===== config.mk =====
export PLATFORM = sky130hd
export DESIGN_NAME = ordered_process_queue_flat
export DESIGN_NICKNAME = d
export VERILOG_FILES = /design/src/opq_pkg.sv /design/src/opq_if.sv /design/src/opq_rank.sv /design/src/opq_engine.sv /design/src/ordered_process_queue.sv /design/src/flat_wrapper.sv
export SDC_FILE = /design/constraint.sdc
export NUM_CORES = 1
export LEC_CHECK = 0
export BUFFER_PORTS_ARGS = -buffer_cell sky130_fd_sc_hd__buf_4
export CAP_MARGIN = 0
export CORE_MARGIN = 2
export CORE_UTILIZATION = 36
export CTS_CLUSTER_DIAMETER = 150
export DETAILED_ROUTE_END_ITERATION = 8
export PLACE_DENSITY_LB_ADDON = 0.08
export SLEW_MARGIN = 30
export SYNTH_ARGS = -nofsm -noshare
export SYNTH_HDL_FRONTEND = slang
export SYNTH_SLANG_ARGS = --single-unit

===== constraint.sdc =====
create_clock -name clk -period 9.35 [get_ports clk]
set_input_delay 0.935 -clock clk [delete_from_list [all_inputs] [get_ports clk]]
set_output_delay 0.935 -clock clk [all_outputs]
set_load 0.005 [all_outputs]

===== src/opq_pkg.sv =====
// opq_pkg: shared types and constants for the ordered process queue
// no dependencies; used by the interfaces, the engine, the top level and the checker
package opq_pkg;

  localparam int OP_BITS     = 2;
  localparam int POS_BITS    = 4;
  localparam int STATUS_BITS = 3;
  localparam int MODE_BITS   = 2;
  localparam int CFG_ADDR_W  = 3;
  localparam int CFG_DATA_W  = 32;

  // operation codes carried by each input word
  typedef enum logic [OP_BITS-1:0] {
    OP_INSERT = 2'd0,
    OP_POP    = 2'd1,
    OP_REMOVE = 2'd2,
    OP_READ   = 2'd3
  } op_t;

  // status codes returned with each result word
  typedef enum logic [STATUS_BITS-1:0] {
    ST_OK     = 3'd0,
    ST_FULL   = 3'd1,
    ST_EMPTY  = 3'd2,
    ST_BADPOS = 3'd3,
    ST_REJECT = 3'd4
  } status_t;

  // ordering modes
  localparam logic [MODE_BITS-1:0] MODE_FIFO     = 2'd0;
  localparam logic [MODE_BITS-1:0] MODE_KEY_DESC = 2'd1;
  localparam logic [MODE_BITS-1:0] MODE_KEY_ASC  = 2'd2;

  // register index (byte address / 4)
  localparam logic [CFG_ADDR_W-3:0] REG_QUEUE_MODE = '0;

  // operation handed from the top level to the engine
  typedef struct packed {
    op_t                 op;
    logic                eligible;
    logic [POS_BITS-1:0] position;
  } cmd_t;

  // result flags handed back by the engine
  typedef struct packed {
    logic    rvalid;
    status_t status;
  } res_t;

endpackage


===== src/opq_if.sv =====
// opq_in_if / opq_out_if: valid/ready channels of the ordered process queue
// depends on opq_pkg for field widths
interface opq_in_if #(
  parameter int KEY_BITS = 16,
  parameter int TAG_BITS = 8
);
  logic                         valid;
  logic                         ready;
  logic [opq_pkg::OP_BITS-1:0]  opcode;
  logic [KEY_BITS-1:0]          entry_key;
  logic [TAG_BITS-1:0]          entry_tag;
  logic                         eligible;
  logic [opq_pkg::POS_BITS-1:0] position;

  modport source (output valid, opcode, entry_key, entry_tag, eligible, position,
                  input ready);
  modport sink   (input valid, opcode, entry_key, entry_tag, eligible, position,
                  output ready);
endinterface

interface opq_out_if #(
  parameter int KEY_BITS = 16,
  parameter int TAG_BITS = 8,
  parameter int CNT_BITS = 5
);
  logic                            valid;
  logic                            ready;
  logic                            result_valid;
  logic [KEY_BITS-1:0]             result_key;
  logic [TAG_BITS-1:0]             result_tag;
  logic [CNT_BITS-1:0]             entry_total;
  logic [opq_pkg::STATUS_BITS-1:0] status;

  modport source (output valid, result_valid, result_key, result_tag, entry_total, status,
                  input ready);
  modport sink   (input valid, result_valid, result_key, result_tag, entry_total, status,
                  output ready);
endinterface


===== src/opq_rank.sv =====
// opq_rank: shared compare unit, tells whether a held entry ranks behind a new one
// depends on opq_pkg for the mode codes
module opq_rank #(
  parameter int KEY_BITS = 16,
  parameter int TAG_BITS = 8
) (
  input  logic [opq_pkg::MODE_BITS-1:0] mode,
  input  logic [KEY_BITS-1:0]           held_key,
  input  logic [TAG_BITS-1:0]           held_tag,
  input  logic [KEY_BITS-1:0]           new_key,
  input  logic [TAG_BITS-1:0]           new_tag,
  output logic                          behind
);

  // key compare, with tag tie-break in descending mode only; fifo and the unused code never rank behind
  always_comb begin
    case (mode)
      opq_pkg::MODE_KEY_DESC: behind = (held_key < new_key) ||
                                       ((held_key == new_key) && (held_tag < new_tag));
      opq_pkg::MODE_KEY_ASC:  behind = (held_key > new_key);
      default:                behind = 1'b0;
    endcase
  end

endmodule


===== src/opq_engine.sv =====
// opq_engine: entry memory and the sequencer that walks it one entry per cycle
// depends on opq_pkg and opq_rank
module opq_engine #(
  parameter int QUEUE_DEPTH = 16,
  parameter int KEY_BITS    = 16,
  parameter int TAG_BITS    = 8,
  parameter int CW          = $clog2(QUEUE_DEPTH + 1)
) (
  input  logic                          clk,
  input  logic                          rst_n,
  input  logic                          start,
  input  opq_pkg::cmd_t                 cmd,
  input  logic [KEY_BITS-1:0]           new_key,
  input  logic [TAG_BITS-1:0]           new_tag,
  input  logic [opq_pkg::MODE_BITS-1:0] mode,
  output logic                          idle,
  output logic                          res_valid,
  input  logic                          res_take,
  output opq_pkg::res_t                 res,
  output logic [KEY_BITS-1:0]           res_key,
  output logic [TAG_BITS-1:0]           res_tag,
  output logic [CW-1:0]                 res_count
);

  localparam int AW    = $clog2(QUEUE_DEPTH);
  localparam int EW    = KEY_BITS + TAG_BITS;
  localparam int CMP_W = (CW > opq_pkg::POS_BITS) ? CW : opq_pkg::POS_BITS;

  typedef enum logic [2:0] {
    S_IDLE,
    S_INS,
    S_RM_HEAD,
    S_RM,
    S_DONE
  } state_t;

  state_t               state_r, state_nxt;
  logic [CW-1:0]        count_r, count_nxt;
  logic [CW-1:0]        idx_r, idx_nxt;
  logic                 placed_r, placed_nxt;
  logic [EW-1:0]        carry_r, carry_nxt;
  logic [EW-1:0]        nent_r, nent_nxt;
  opq_pkg::op_t         op_r, op_nxt;
  logic [KEY_BITS-1:0]  rkey_r, rkey_nxt;
  logic [TAG_BITS-1:0]  rtag_r, rtag_nxt;
  logic                 rvalid_r, rvalid_nxt;
  opq_pkg::status_t     status_r, status_nxt;

  logic [EW-1:0]        mem [QUEUE_DEPTH];
  logic [EW-1:0]        rd_data_r;
  logic [AW-1:0]        rd_addr;
  logic                 wr_en;
  logic [AW-1:0]        wr_addr;
  logic [EW-1:0]        wr_data;

  logic [CW:0]          idx_p1, idx_p2, cnt_ext;
  logic [CMP_W-1:0]     pos_ext, cnt_cmp;
  logic                 behind;

  assign idx_p1  = {1'b0, idx_r} + (CW+1)'(1);
  assign idx_p2  = {1'b0, idx_r} + (CW+1)'(2);
  assign cnt_ext = {1'b0, count_r};
  assign pos_ext = CMP_W'(cmd.position);
  assign cnt_cmp = CMP_W'(count_r);

  // shared compare unit, fed from the memory read register
  opq_rank #(
    .KEY_BITS (KEY_BITS),
    .TAG_BITS (TAG_BITS)
  ) u_rank (
    .mode     (mode),
    .held_key (rd_data_r[EW-1:TAG_BITS]),
    .held_tag (rd_data_r[TAG_BITS-1:0]),
    .new_key  (nent_r[EW-1:TAG_BITS]),
    .new_tag  (nent_r[TAG_BITS-1:0]),
    .behind   (behind)
  );

  // sequencer next state and memory port control
  always_comb begin
    state_nxt  = state_r;
    count_nxt  = count_r;
    idx_nxt    = idx_r;
    placed_nxt = placed_r;
    carry_nxt  = carry_r;
    nent_nxt   = nent_r;
    op_nxt     = op_r;
    rkey_nxt   = rkey_r;
    rtag_nxt   = rtag_r;
    rvalid_nxt = rvalid_r;
    status_nxt = status_r;
    rd_addr    = '0;
    wr_en      = 1'b0;
    wr_addr    = idx_r[AW-1:0];
    wr_data    = nent_r;
    case (state_r)
      S_IDLE: begin
        if (start) begin
          op_nxt     = cmd.op;
          nent_nxt   = {new_key, new_tag};
          rkey_nxt   = '0;
          rtag_nxt   = '0;
          rvalid_nxt = 1'b0;
          status_nxt = opq_pkg::ST_OK;
          placed_nxt = 1'b0;
          idx_nxt    = '0;
          case (cmd.op)
            opq_pkg::OP_INSERT: begin
              if (!cmd.eligible) begin
                status_nxt = opq_pkg::ST_REJECT;
                state_nxt  = S_DONE;
              end else if (count_r == CW'(QUEUE_DEPTH)) begin
                status_nxt = opq_pkg::ST_FULL;
                state_nxt  = S_DONE;
              end else begin
                state_nxt = S_INS;
              end
            end
            opq_pkg::OP_POP: begin
              if (count_r == '0) begin
                status_nxt = opq_pkg::ST_EMPTY;
                state_nxt  = S_DONE;
              end else begin
                state_nxt = S_RM_HEAD;
              end
            end
            default: begin
              if (pos_ext >= cnt_cmp) begin
                status_nxt = opq_pkg::ST_BADPOS;
                state_nxt  = S_DONE;
              end else begin
                rd_addr   = pos_ext[AW-1:0];
                idx_nxt   = pos_ext[CW-1:0];
                state_nxt = S_RM_HEAD;
              end
            end
          endcase
        end
      end
      // forward pass: place the new word before the first one that ranks behind,
      // then ripple the displaced words down by one
      S_INS: begin
        if (idx_r == count_r) begin
          wr_en     = 1'b1;
          wr_data   = placed_r ? carry_r : nent_r;
          count_nxt = count_r + CW'(1);
          state_nxt = S_DONE;
        end else begin
          if (idx_p1 < cnt_ext) begin
            rd_addr = idx_p1[AW-1:0];
          end
          if (placed_r) begin
            wr_en     = 1'b1;
            wr_data   = carry_r;
            carry_nxt = rd_data_r;
          end else if (behind) begin
            wr_en      = 1'b1;
            wr_data    = nent_r;
            carry_nxt  = rd_data_r;
            placed_nxt = 1'b1;
          end
          idx_nxt = idx_p1[CW-1:0];
        end
      end
      // capture the addressed word
      S_RM_HEAD: begin
        rkey_nxt   = rd_data_r[EW-1:TAG_BITS];
        rtag_nxt   = rd_data_r[TAG_BITS-1:0];
        rvalid_nxt = 1'b1;
        if (op_r == opq_pkg::OP_READ) begin
          state_nxt = S_DONE;
        end else if (idx_p1 == cnt_ext) begin
          count_nxt = count_r - CW'(1);
          state_nxt = S_DONE;
        end else begin
          rd_addr   = idx_p1[AW-1:0];
          state_nxt = S_RM;
        end
      end
      // close the gap one word per cycle
      S_RM: begin
        wr_en   = 1'b1;
        wr_data = rd_data_r;
        if (idx_p2 == cnt_ext) begin
          count_nxt = count_r - CW'(1);
          state_nxt = S_DONE;
        end else begin
          rd_addr = idx_p2[AW-1:0];
          idx_nxt = idx_p1[CW-1:0];
        end
      end
      S_DONE: begin
        if (res_take) begin
          state_nxt = S_IDLE;
        end
      end
      default: state_nxt = S_IDLE;
    endcase
  end

  // state and registered results
  always_ff @(posedge clk) begin
    if (!rst_n) begin
      state_r <= S_IDLE;
      count_r <= '0;
    end else begin
      state_r <= state_nxt;
      count_r <= count_nxt;
    end
    idx_r    <= idx_nxt;
    placed_r <= placed_nxt;
    carry_r  <= carry_nxt;
    nent_r   <= nent_nxt;
    op_r     <= op_nxt;
    rkey_r   <= rkey_nxt;
    rtag_r   <= rtag_nxt;
    rvalid_r <= rvalid_nxt;
    status_r <= status_nxt;
  end

  // entry memory, one write and one registered read per cycle
  always_ff @(posedge clk) begin
    if (wr_en) begin
      mem[wr_addr] <= wr_data;
    end
    rd_data_r <= mem[rd_addr];
  end

  assign idle      = (state_r == S_IDLE);
  assign res_valid = (state_r == S_DONE);
  assign res       = '{rvalid: rvalid_r, status: status_r};
  assign res_key   = rkey_r;
  assign res_tag   = rtag_r;
  assign res_count = count_r;

endmodule


===== src/ordered_process_queue.sv =====
// ordered_process_queue: top level with configuration register and result register
// depends on opq_pkg, opq_if and opq_engine
//
// Bounded queue of (key, tag) words kept in fifo order, key descending with tag
// descending ties, or key ascending, chosen by the queue_mode register (byte address 0).
// Each input word is one operation (insert, pop, remove or read at a position) and gives
// exactly one result word with the entry concerned, the count held and a status. All work
// runs through one entry memory with one write and one registered read port, one entry per
// cycle, under a small sequencer, and the block takes one operation at a time: an insert
// makes a forward pass over every held entry, a remove or pop captures its entry and then
// shifts the later entries up to close the gap, a read only captures its entry, and a
// rejected operation goes straight to the result. A new word can be accepted while the
// previous result still waits in the output register.
module ordered_process_queue #(
  parameter int QUEUE_DEPTH = 16,
  parameter int KEY_BITS    = 16,
  parameter int TAG_BITS    = 8
) (
  input  logic                               clk,
  input  logic                               rst_n,
  opq_in_if.sink                             in_ch,
  opq_out_if.source                          out_ch,
  input  logic                               cfg_psel,
  input  logic                               cfg_penable,
  input  logic                               cfg_pwrite,
  input  logic [opq_pkg::CFG_ADDR_W-1:0]     cfg_paddr,
  input  logic [opq_pkg::CFG_DATA_W-1:0]     cfg_pwdata,
  output logic [opq_pkg::CFG_DATA_W-1:0]     cfg_prdata,
  output logic                               cfg_pready
);

  localparam int CW = $clog2(QUEUE_DEPTH + 1);

  logic [opq_pkg::MODE_BITS-1:0] mode_r;
  logic                          cfg_wr;
  logic                          cfg_hit;

  opq_pkg::cmd_t                 cmd;
  logic                          start;
  logic                          eng_idle;
  logic                          eng_res_valid;
  logic                          res_take;
  opq_pkg::res_t                 eng_res;
  logic [KEY_BITS-1:0]           eng_key;
  logic [TAG_BITS-1:0]           eng_tag;
  logic [CW-1:0]                 eng_count;

  logic                          out_valid_r, out_valid_nxt;
  logic                          out_rvalid_r;
  logic [KEY_BITS-1:0]           out_key_r;
  logic [TAG_BITS-1:0]           out_tag_r;
  logic [CW-1:0]                 out_count_r;
  opq_pkg::status_t              out_status_r;

  // configuration register
  assign cfg_pready = 1'b1;
  assign cfg_hit    = (cfg_paddr[opq_pkg::CFG_ADDR_W-1:2] == opq_pkg::REG_QUEUE_MODE);
  assign cfg_wr     = cfg_psel && cfg_penable && cfg_pwrite && cfg_pready && cfg_hit;
  assign cfg_prdata = cfg_hit ? {{(opq_pkg::CFG_DATA_W-opq_pkg::MODE_BITS){1'b0}}, mode_r}
                              : '0;

  always_ff @(posedge clk) begin
    if (!rst_n) begin
      mode_r <= opq_pkg::MODE_FIFO;
    end else if (cfg_wr) begin
      mode_r <= cfg_pwdata[opq_pkg::MODE_BITS-1:0];
    end
  end

  // input word to the engine
  assign in_ch.ready  = eng_idle;
  assign start        = in_ch.valid && in_ch.ready;
  assign cmd.op       = opq_pkg::op_t'(in_ch.opcode);
  assign cmd.eligible = in_ch.eligible;
  assign cmd.position = in_ch.position;

  opq_engine #(
    .QUEUE_DEPTH (QUEUE_DEPTH),
    .KEY_BITS    (KEY_BITS),
    .TAG_BITS    (TAG_BITS),
    .CW          (CW)
  ) u_engine (
    .clk       (clk),
    .rst_n     (rst_n),
    .start     (start),
    .cmd       (cmd),
    .new_key   (in_ch.entry_key),
    .new_tag   (in_ch.entry_tag),
    .mode      (mode_r),
    .idle      (eng_idle),
    .res_valid (eng_res_valid),
    .res_take  (res_take),
    .res       (eng_res),
    .res_key   (eng_key),
    .res_tag   (eng_tag),
    .res_count (eng_count)
  );

  // output register, loads whenever it is empty or being drained
  assign res_take = eng_res_valid && (!out_valid_r || out_ch.ready);

  always_comb begin
    out_valid_nxt = out_valid_r;
    if (res_take) begin
      out_valid_nxt = 1'b1;
    end else if (out_ch.ready) begin
      out_valid_nxt = 1'b0;
    end
  end

  always_ff @(posedge clk) begin
    if (!rst_n) begin
      out_valid_r <= 1'b0;
    end else begin
      out_valid_r <= out_valid_nxt;
    end
    if (res_take) begin
      out_rvalid_r <= eng_res.rvalid;
      out_key_r    <= eng_key;
      out_tag_r    <= eng_tag;
      out_count_r  <= eng_count;
      out_status_r <= eng_res.status;
    end
  end

  assign out_ch.valid        = out_valid_r;
  assign out_ch.result_valid = out_rvalid_r;
  assign out_ch.result_key   = out_key_r;
  assign out_ch.result_tag   = out_tag_r;
  assign out_ch.entry_total  = out_count_r;
  assign out_ch.status       = out_status_r;

endmodule


===== src/flat_wrapper.sv =====
// flat-port wrapper written by rule: the top's interface ports become plain ports
module ordered_process_queue_flat 
#(
  parameter int QUEUE_DEPTH = 16,
  parameter int KEY_BITS    = 16,
  parameter int TAG_BITS    = 8
)
  (clk, rst_n, cfg_psel, cfg_penable, cfg_pwrite, cfg_paddr, cfg_pwdata, cfg_prdata, cfg_pready, in_ch_valid, in_ch_opcode, in_ch_entry_key, in_ch_entry_tag, in_ch_eligible, in_ch_position, in_ch_ready, out_ch_valid, out_ch_result_valid, out_ch_result_key, out_ch_result_tag, out_ch_entry_total, out_ch_status, out_ch_ready);
  opq_in_if #(.KEY_BITS(KEY_BITS), .TAG_BITS(TAG_BITS)) in_ch_i ();
  opq_out_if #(.KEY_BITS(KEY_BITS), .TAG_BITS(TAG_BITS)) out_ch_i ();
  input  logic clk;
  input  logic rst_n;
  input  logic cfg_psel;
  input  logic cfg_penable;
  input  logic cfg_pwrite;
  input  logic [opq_pkg::CFG_ADDR_W-1:0] cfg_paddr;
  input  logic [opq_pkg::CFG_DATA_W-1:0] cfg_pwdata;
  output logic [opq_pkg::CFG_DATA_W-1:0] cfg_prdata;
  output logic cfg_pready;
  input wire logic [$bits(in_ch_i.valid)-1:0] in_ch_valid;
  input wire logic [$bits(in_ch_i.opcode)-1:0] in_ch_opcode;
  input wire logic [$bits(in_ch_i.entry_key)-1:0] in_ch_entry_key;
  input wire logic [$bits(in_ch_i.entry_tag)-1:0] in_ch_entry_tag;
  input wire logic [$bits(in_ch_i.eligible)-1:0] in_ch_eligible;
  input wire logic [$bits(in_ch_i.position)-1:0] in_ch_position;
  output wire logic [$bits(in_ch_i.ready)-1:0] in_ch_ready;
  output wire logic [$bits(out_ch_i.valid)-1:0] out_ch_valid;
  output wire logic [$bits(out_ch_i.result_valid)-1:0] out_ch_result_valid;
  output wire logic [$bits(out_ch_i.result_key)-1:0] out_ch_result_key;
  output wire logic [$bits(out_ch_i.result_tag)-1:0] out_ch_result_tag;
  output wire logic [$bits(out_ch_i.entry_total)-1:0] out_ch_entry_total;
  output wire logic [$bits(out_ch_i.status)-1:0] out_ch_status;
  input wire logic [$bits(out_ch_i.ready)-1:0] out_ch_ready;
  assign in_ch_i.valid = in_ch_valid;
  assign in_ch_i.opcode = in_ch_opcode;
  assign in_ch_i.entry_key = in_ch_entry_key;
  assign in_ch_i.entry_tag = in_ch_entry_tag;
  assign in_ch_i.eligible = in_ch_eligible;
  assign in_ch_i.position = in_ch_position;
  assign in_ch_ready = in_ch_i.ready;
  assign out_ch_valid = out_ch_i.valid;
  assign out_ch_result_valid = out_ch_i.result_valid;
  assign out_ch_result_key = out_ch_i.result_key;
  assign out_ch_result_tag = out_ch_i.result_tag;
  assign out_ch_entry_total = out_ch_i.entry_total;
  assign out_ch_status = out_ch_i.status;
  assign out_ch_i.ready = out_ch_ready;
  ordered_process_queue #(.QUEUE_DEPTH(QUEUE_DEPTH), .KEY_BITS(KEY_BITS), .TAG_BITS(TAG_BITS)) u_core (.clk(clk), .rst_n(rst_n), .in_ch(in_ch_i), .out_ch(out_ch_i), .cfg_psel(cfg_psel), .cfg_penable(cfg_penable), .cfg_pwrite(cfg_pwrite), .cfg_paddr(cfg_paddr), .cfg_pwdata(cfg_pwdata), .cfg_prdata(cfg_prdata), .cfg_pready(cfg_pready));
endmodule

Word-level counts from Yosys, hierarchy flattened
Memory sizes are Yosys's and may differ from the RTL's. A register that Yosys moved wholly into a read port is not among the register bits.
Cells that the tools add are included.

word-level totals
  output and inout port bits = 68
  bits in writable memories = 384
  memories = 1
  register bits = 128

operators by class
  bitwise logic cells = 2
  reduce and logical (&&, ||, !) cells = 26
  add/subtract/negate cells = 4
  equal/unequal tests = 21
  muxes and demuxes = 59
  order comparisons = 5

memories
  memory               words  bits a word  read ports  clocked after memory_dff  wr ports  RTL line          RTL
  u_core.u_engine.mem  16     24           1           1                         1         opq_engine.sv:49  logic [EW-1:0] mem [QUEUE_DEPTH];

operators by type and width
  cell                 number
  $mux 24              3
  $pmux 24 s2          1
  $mux 4               10
  $mux 5               7
  $mux 3               11
  $pmux 16 s2          1
  $pmux 5 s3           2
  $eq 16x16->1         1
  $gt 16x16->1         1
  $lt 16x16->1         1
  $mux 16              1
  $ne 2x2->1 const B   8
  $pmux 4 s4           1
  $pmux 8 s2           1
  $pmux 3 s5           1
  $eq 6x5->1           2
  $pmux 3 s2           2
  $mux 1               10
  $lt 8x8->1           1
  $mux 8               1
  $pmux 1 s2           4
  $reduce_and 4->1     2
  $reduce_bool 2->1    4
  $add 5x1->6 const B  1
  other kinds (25)     40

Depth between registers and ports, before layout
Gate-level depths: netlist of run 1.

  depth in word-level cells = 10
  gate-level depth with buffers = 16

By module
From an unflattened synthesis of run 1, not the netlist that was laid out.

second synthesis, totals
  cells, all modules = 1465
  area, all modules = 22061.2 µm²

modules (own cells, without submodules)
  module                 sequential area each (µm²)  instances  cells an instance  area each (µm²)
  opq_engine             14694.1                     1          1296               20049.2
  ordered_process_queue  1051.0                      1          82                 1383.8
  opq_rank               0.0                         1          87                 628.1

Worst setup path before layout of run 1
Ideal clock, no wire load.

  path kind = register -> register
  from = register u_core.u_engine.nent_r[9]
  to = memory u_core.u_engine.mem[10][0] (netlist bit), enable pin
  period minus slack after synthesis = 5.084 ns
  setup slack = 4.266 ns
  cell stages (with the launch flop) = 13
  setup time = 0.474 ns
  arrival time = 4.609 ns
  cell sequence = edfxtp_1 -> inv_1 -> ha_1 -> nor2b_1 -> o21a_1 -> o21ai_0 -> a21oi_1 -> o31a_1 -> nor3_1 -> nor4bb_1 -> and2_1 -> clkbuf_1 -> nor4b_1

between the ends
  longest elaborated chain between the ends = 10
  elaborated cells between the ends (all ways) = 12
  those cells by class = order compare: 2; eq/ne: 1; mux: 7; reduce/logical: 2

RTL lines
  what                                                  RTL line           RTL
  start: declaration                                    opq_engine.sv:42   logic [EW-1:0] nent_r, nent_nxt;
  start signal: assignment                              opq_engine.sv:213  nent_r <= nent_nxt;
  branches (longest 3 deep; another with $lt 16x16->1)  n/a
  $pmux 1 s2 *                                          opq_rank.sv:17     case (mode)
  $mux 1 *                                              opq_engine.sv:156  end else if (behind) begin
  $mux 1 *                                              opq_engine.sv:152  if (placed_r) begin
  $mux 1 *                                              opq_engine.sv:143  if (idx_r == count_r) begin
  $pmux 1 s2 *                                          opq_engine.sv:96   case (state_r)
  $mux 1 *                                              opq_engine.sv:223  if (wr_en) begin
  $mux 1 (implied by the code) *                        opq_engine.sv:224  mem[wr_addr] <= wr_data;
  end: declaration                                      opq_engine.sv:49

Every way passes the cells marked *.

Worst setup path after layout of run 1
  from = register u_core.u_engine.idx_r[2]
  to = register u_core.u_engine.rd_data_r[12] (read register of u_core.u_engine.mem)

between the ends
  longest elaborated chain between the ends = 5
  elaborated cells between the ends (all ways) = 12
  those cells by class = add/sub: 2; order compare: 1; eq/ne: 3; mux: 6

RTL lines
  what                                      RTL line                              RTL
  start: declaration                        opq_engine.sv:39                      logic [CW-1:0] idx_r, idx_nxt;
  start signal: assignment                  opq_engine.sv:210                     idx_r <= idx_nxt;
  $add 5x1->6                               opq_engine.sv:60                      assign idx_p1 = {1'b0, idx_r} + (CW+1)'(1);
  $lt 6x5->1 or $eq 6x5->1 (tied branches)  opq_engine.sv:149, opq_engine.sv:172
  $mux 4, on equally long branches          opq_engine.sv:149, opq_engine.sv:172
  $mux 4, on equally long branches          opq_engine.sv:143, opq_engine.sv:170
  $pmux 4 s4 *                              opq_engine.sv:96
  end: declaration                          opq_engine.sv:50                      logic [EW-1:0] rd_data_r;

Mark *: on every way between the ends. The rest lies on a longest branch, timed or not.
A chain may end at the register's enable or synchronous reset.

==> run summary, run 1 <==
RR Endpoint = u_core.u_engine.rd_data_r[12]
Fill cells = 6,127
Hold WC Path Type = reg -> reg
Final Non-Filler Cells = 2,866
unrepaired setup endpoints after global routing = no
Finished Core Util = 0.416
worst path required time = 9.85 ns
hold path depth = 0
Post-synth EDFFs = 501
Die H = 261 µm
Hold Path End = u_core.out_ch.result_key[8]
worst vdd ir = 0.000144 V
first drt pass iteration count = 5
met1 Use GR = 0.294
Ports = 141
Yosys cell types = 58
Chip Width = 261 µm
Initial Utilization = 0.362
antenna viol nets, final = 0
Sink Count = 536
Reg2Reg Depth = 15
sum of negative setup slack = 0 ns
Final HPWL DP = 39,300 µm
Mapped Cells = 1,885
Worst-Margin Slew = 0.989 ns
clk root buf = clkbuf_16
Async SR Flop Fraction = 0
Max-Cap Viols = 0
Worst Clk Skew = 0.0269 ns
post-synthesis sequential area ratio = 0.664
Mapped Avg Cell Area = 12.6 µm²
Final Net Count = 2,070
crit end category = flop
setup slack, reg-to-reg = 3.93 ns
Max Root-Sink Buffers = 3
Routability Congestion = 0.768
pin count of the biggest net entering global routing = 81
die area = 68,000 µm²
Synth Cell Area = 23,700 µm²
total number of vias = 16,100
Peak Freq = 185 MHz
gr usage total = 0.204
Hold Vio Cnt, Final = 0
Worst EP arrival = 5.92 ns
grt total ovfl = 0
Crit Path Category = reg -> reg
Power Density = 229 nW/µm²
mean routed wirelength per cell = 24.5 µm
met3 Usage GRT = 0.0273
number of global-route vias before repair = 15,400
worst rel slew slack = 0.341
Worst Path Max Fanout = 35
Final Slew Violations = 0
Worst Slack Setup Final = 3.93 ns
routed wire length = 70,100 µm
IO buf count = 77
status = finished, final reports clean
core box area = 65,500 µm²
CTS H-tree lvls = 2
Reg2Reg Launch Point = u_core.u_engine.idx_r[2]
P_leak = 9.79 nW
register bit total from synthesis = 536
Primary FF master, synth = edfxtp_1
Post CTS Setup Buffer Count = 0
antenna diode instance count = 0
yosys warns = 0
first-pass GRT wire length = 102,000 µm
DR DRC count = 0
P&R area growth vs syn = 14.9%
Final Setup Violations = 0
pre-CTS WS = 3.80 ns
Hold Crit Start = u_core.u_engine.res_key[8]
initial DRC count = 1,507
clk_lat worst skew = 0.63 ns
hold buffers post-CTS = 0
CTS buffer count = 57
CTS tree = done
met2 Use GR = 0.322
GRT busiest layer = met2
initial antenna violation count = 1
dpl cells = 2,755
layout cells sized above 1 = 0.128
vias per cell = 5.62
CP Launch Type = flop
floorplan row count = 94
CTS clk-pin slew, worst paths = 0.06 ns
Post-CTS Resized = 0
post-layout min period = 5.42 ns
period utilization = 0.579
[how the worst max path moves through the flow]
stage | start | end | slack, ns | cells past startpoint
finish | u_core.u_engine.idx_r[2] | u_core.u_engine.rd_data_r[12] | 3.93 | 15
global route | u_core.u_engine.idx_r[2] | u_core.u_engine.rd_data_r[23] | 3.72 | 15
CTS | u_core.u_engine.idx_r[0] | u_core.u_engine.rd_data_r[12] | 3.78 | 14
detailed placement | u_core.u_engine.idx_r[0] | u_core.u_engine.rd_data_r[12] | 3.80 | 14
global placement | u_core.u_engine.idx_r[0] | u_core.u_engine.rd_data_r[23] | 3.84 | 12
floorplan | u_core.u_engine.nent_r[9] | u_core.u_engine.mem[10][0] | 4.27 | 12
[cell usage in the layout (no fill, tap or decap), types with 27 or more instances in the layout]
| cell type | n |
|---|---|
| inv_1 | 37 |
| a31oi_1 | 75 |
| conb_1 | 31 |
| ha_1 | 42 |
| clkbuf_16 | 57 |
| and2_1 | 28 |
| nand2_1 | 317 |
| buf_4 | 138 |
| o21ai_0 | 89 |
| clkbuf_1 | 31 |
| a22o_1 | 72 |
| a22oi_1 | 49 |
| a21o_1 | 36 |
| nor2_1 | 44 |
| and3_1 | 30 |
| a21boi_0 | 27 |
| a21oi_1 | 60 |
| dfxtp_1 | 34 |
| edfxtp_1 | 501 |
[metal layers]
metal	routed length (µm)	up-vias
li1	-	7284
met1	32600	8170
met2	31800	557
met3	4050	97
met4	1690	0
met5	0	-
[through the flow]
stage	hold slack (ns)	power (mW)	instance area (µm²)
4_1_cts	0.419	6.29	27200
5_1_grt	0.426	6.51	27300
6_report	0.414	6.24	27300
3_5_place_dp	0.405	4.11	25400
3_3_place_gp	0.404	4.09	25300
2_1_floorplan	0.400	3.64	23800
[cells in the mapped netlist, types with 7 or more instances]
library cell    n  share of area
a311oi_1       25         0.0092
and3_1         30         0.0079
o21ai_0       110          0.023
o22a_1         22         0.0081
a22o_1         72          0.027
clkbuf_1      101          0.016
nor3_1         12         0.0025
a31oi_1        76          0.020
nand2b_1        7         0.0018
a32oi_1        24         0.0089
dfxtp_1        35          0.030
ha_1           42          0.022
nor2_1         46         0.0073
a21oi_1        61          0.013
and2_1         29         0.0076
o31a_1         26         0.0096
a22oi_1        49          0.016
nand2_1       320          0.051
nor2b_1        12         0.0032
a21o_1         36          0.011
buf_1          13         0.0021
xnor2_1        10         0.0037
edfxtp_1      501           0.63
a211o_1        25         0.0092
or4_1          25         0.0079
a21boi_0       27         0.0085
buf_2          19         0.0040
inv_1          37         0.0059
buf_4          32          0.010
[cell families after synthesis]
kind of cell | after synthesis | share of synthesized area
AND/OR/NAND/NOR | 515 | 0.0997
AO/OA/AOI/OAI | 568 | 0.169
other | 2 | 0.000316
multiplexers | 3 | 0.00127
adder cells (fa/ha/maj) | 43 | 0.0230
buffers and inverters | 203 | 0.0382
XOR/XNOR | 15 | 0.00554
flip-flops | 536 | 0.664
[area by class of cell]
| class | count | area [µm²] | share of cell area |
|---|---|---|---|
| tap | 864 | 1080 | 0.0396 |
| clock inverter | 11 | 121 | 0.00445 |
| timing repair buffer | 146 | 1170 | 0.0429 |
| multi-input combinational | 1175 | 7360 | 0.270 |
| inverter | 38 | 143 | 0.00523 |
| sequential | 536 | 15700 | 0.577 |
| clock buffer | 96 | 1650 | 0.0606 |
[where the power goes]
group / internal [mW] / switching [mW]
combinational: 0.341 / 0.709
sequential: 2.88 / 0.145
clock: 1.23 / 0.941
[worst max-delay path, cell delays in order, from the launching register on]
cell	delay (ns)
edfxtp_1	0.86
ha_1	0.36
nand2_1	0.09
xnor2_1	0.30
ha_1	0.30
a21o_1	0.18
a211oi_1	0.25
nand4b_1	0.15
o22ai_2	0.43
a222oi_1	0.18
buf_4	0.31
nand3b_1	0.58
buf_4	0.46
a31oi_1	0.07
or4_1	0.51
a211o_1	0.27
[registers in the layout, indices dropped and copies added (netlist names)]
signal,count
u_core.mode_r,2
u_core.out_ch.entry_total,5
u_core.out_ch.result_key,16
u_core.out_ch.result_tag,8
u_core.out_ch.result_valid,1
u_core.out_ch.status,3
u_core.out_ch.valid,1
u_core.u_engine.carry_r,24
u_core.u_engine.idx_r,5
u_core.u_engine.mem,384
u_core.u_engine.nent_r,24
u_core.u_engine.op_r,2
u_core.u_engine.placed_r,1
u_core.u_engine.rd_data_r,24
u_core.u_engine.res_count,5
u_core.u_engine.res_key,16
u_core.u_engine.res_tag,8
u_core.u_engine.rvalid_r,1
u_core.u_engine.state_r,3
u_core.u_engine.status_r,3
Note: power is estimated with default switching activity, not from simulation.
==> run 2: changes to the inputs <==
- clock period: 9.35 -> 5.5 ns (I/O delays scaled with it)
==> run 2 against run 1 <==
- die area is the same
- non-clock buffer count grew 9
- worst hold slack lost 0.32 ns
- critical endpoint is now u_core.u_engine.rd_data_r[23]
- highest routed layer unchanged
==> run summary, run 2 (same netlist as run 1, synthesis figures left out) <==
pre-CTS WS = 0.771 ns (was 3.80 ns)
Int Pwr = 7.76 mW (was 4.45 mW)
Max-Cap Viols = 0 (unchanged)
gr usage total = 0.205 (was 0.204)
P_leak = 9.93 nW (was 9.79 nW)
Peak Freq = 210 MHz (was 185 MHz)
first-pass GRT wire length = 103,000 µm (was 102,000 µm)
first drt pass iteration count = 5 (unchanged)
unrepaired setup endpoints after global routing = no (unchanged)
DR DRC count = 0 (unchanged)
number of global-route vias before repair = 15,400 (about the same)
Power Density = 394 nW/µm² (was 229 nW/µm²)
period utilization = 0.865 (was 0.579)
layout cells sized above 1 = 0.138 (was 0.128)
Max Root-Sink Buffers = 3 (unchanged)
floorplan row count = 94 (unchanged)
Worst setup endpoint = u_core.u_engine.rd_data_r[23] (was u_core.u_engine.rd_data_r[12])
commonest non-fill, non-tap cell in the layout = edfxtp_1 (unchanged)
Sink Count = 536 (unchanged)
die area = 68,000 µm² (unchanged)
sum of negative setup slack = 0 ns (unchanged)
dpl cells = 2,767 (was 2,755)
clock power share = 0.360 (was 0.347)
Most flops, register = u_core.u_engine.mem (unchanged)
Chip Width = 261 µm (unchanged)
Worst Clk Skew = 0.0261 ns (was 0.0269 ns)
Post CTS Setup Buffer Count = 0 (unchanged)
Final Non-Filler Cells = 2,879 (was 2,866)
Worst Path Max Fanout = 18 (was 35)
CTS H-tree lvls = 2 (unchanged)
CP Launch Type = flop (unchanged)
CTS tree = done (unchanged)
setup slack, reg-to-reg = 0.74 ns (was 3.93 ns)
max incr delay on CP = 0.75 ns (was 0.86 ns)
antenna diode instance count = 0 (unchanged)
Hold WC Path Type = in -> reg (was reg -> reg)
Final Net Count = 2,081 (was 2,070)
switch share = 0.285 (was 0.288)
total number of vias = 15,900 (was 16,100)
footprint of the multi-input gates = 7360 µm² (about the same)
antenna viol nets, final = 0 (unchanged)
IO buf count = 77 (unchanged)
Worst EP arrival = 5.25 ns (was 5.92 ns)
grt total ovfl = 0 (unchanged)
core box area = 65,500 µm² (unchanged)
Routability Congestion = 0.751 (was 0.768)
routed wire length = 70,000 µm (was 70,100 µm)
Fill cells = 6,021 (was 6,127)
Finished Core Util = 0.420 (was 0.416)
Worst Slack Setup Final = 0.744 ns (was 3.93 ns)
pin count of the biggest net entering global routing = 97 (was 81)
mean routed wirelength per cell = 24.3 µm (was 24.5 µm)
clk_lat worst skew = 0.64 ns (was 0.63 ns)
Ports = 141 (unchanged)
register area = 15,700 µm² (unchanged)
P&R area growth vs syn = 16.0% (was 14.9%)
Hold Vio Cnt, Final = 0 (unchanged)
combinational share of power = 0.166 (was 0.168)
Crit Path Category = reg -> reg (unchanged)
Final Setup Violations = 0 (unchanged)
Worst Setup SP = u_core.u_engine.idx_r[2] (unchanged)
max FFs per register = 384 (unchanged)
status = finished, final reports clean (unchanged)
Reg2Reg Depth = 15 (unchanged)
smallest hold slack = 0.0971 ns (was 0.414 ns)
post-layout min period = 4.76 ns (was 5.42 ns)
initial antenna violation count = 1 (unchanged)
Worst-Margin Slew = 0.956 ns (was 0.989 ns)
Reg2Reg Launch Point = u_core.u_engine.idx_r[2] (unchanged)
CP max-delay cell = a222oi_1 (was edfxtp_1)
CTS clk-pin slew, worst paths = 0.06 ns (about the same)
worst path required time = 6.00 ns (was 9.85 ns)
Final HPWL DP = 40,400 µm (was 39,300 µm)
RR Endpoint = u_core.u_engine.rd_data_r[23] (was u_core.u_engine.rd_data_r[12])
crit end category = flop (unchanged)
clk root buf = clkbuf_16 (unchanged)
most frequent cells in the layout = edfxtp_1, nand2_1, buf_4 (unchanged)
Die H = 261 µm (unchanged)
Final Slew Violations = 0 (unchanged)
hold buffers post-CTS = 0 (unchanged)
power share of the sequential group = 0.474 (was 0.485)
Initial Utilization = 0.362 (unchanged)
worst path cell trace = buf_4, ha_1, nand2_1, xnor2_1, ha_1, and3_1, nand4_1, nand2_1, o22ai_2, a222oi_1, or3b_2, buf_12, a31oi_1, or4_1, a211o_1 (was ha_1, nand2_1, xnor2_1, ha_1, a21o_1, a211oi_1, nand4b_1, o22ai_2, a222oi_1, buf_4, nand3b_1, buf_4, a31oi_1, or4_1, a211o_1)
worst rel slew slack = 0.363 (was 0.341)
initial DRC count = 1,384 (was 1,507)
worst vdd ir = 0.000294 V (was 0.000144 V)
vias per cell = 5.52 (was 5.62)
Sw Pwr = 3.09 mW (was 1.79 mW)
Post-CTS Resized = 0 (unchanged)
CTS buffer count = 59 (was 57)
## run 2: worst min path at each step
stage,slack [ns],start,end,depth (start not counted)
6_report,0.1,in_ch_entry_tag[0],u_core.u_engine.nent_r[0],1
2_1_floorplan,0.40,u_core.u_engine.res_key[0],u_core.out_ch.result_key[0],0
4_1_cts,0.06,in_ch_entry_tag[0],u_core.u_engine.nent_r[0],1
3_3_place_gp,0.40,u_core.u_engine.res_key[7],u_core.out_ch.result_key[7],0
3_5_place_dp,0.40,u_core.u_engine.res_tag[0],u_core.out_ch.result_tag[0],0
5_1_grt,0.08,in_ch_entry_key[1],u_core.u_engine.nent_r[9],1
## run 2: layout make-up
class / count / share of cell area
sequential: 536 / 0.572
multi-input combinational: 1175 / 0.268
clock buffer: 79 / 0.0578
timing repair buffer: 155 / 0.0462
tap: 864 / 0.0393
clock inverter: 32 / 0.0117
inverter: 38 / 0.00518
## run 2: stage by stage
step	power, mW	instance area, µm²
finish	10.8	27500
global route	11.3	27500
CTS	11.0	27500
detailed placement	7.03	25600
global placement	7.00	25500
floorplan	6.19	23800
## run 2: worst max-delay path: cells and delay by family (launching register included)
family,cells,cell delay (ns)
flip-flops,1,0.32
buffers and inverters,2,0.49
AND/OR/NAND/NOR,6,1.82
XOR/XNOR,1,0.18
adder cells (fa/ha/maj),2,0.60
AO/OA/AOI/OAI,4,1.19
## run 2: metal layers
metal	GRT usage	share of wire
met5	0	0
met4	0.0511	0.020
met3	0.0260	0.048
met1	0.296	0.47
met2	0.328	0.47
## run 2: power groups by stage
stage	clock network [mW]	logic, mW	registers [mW]
4_1_cts	4.02	1.81	5.14
6_report	3.91	1.80	5.14
3_5_place_dp	0	1.80	5.22
5_1_grt	4.17	1.99	5.16
2_1_floorplan	0	1.11	5.08
3_3_place_gp	0	1.77	5.23
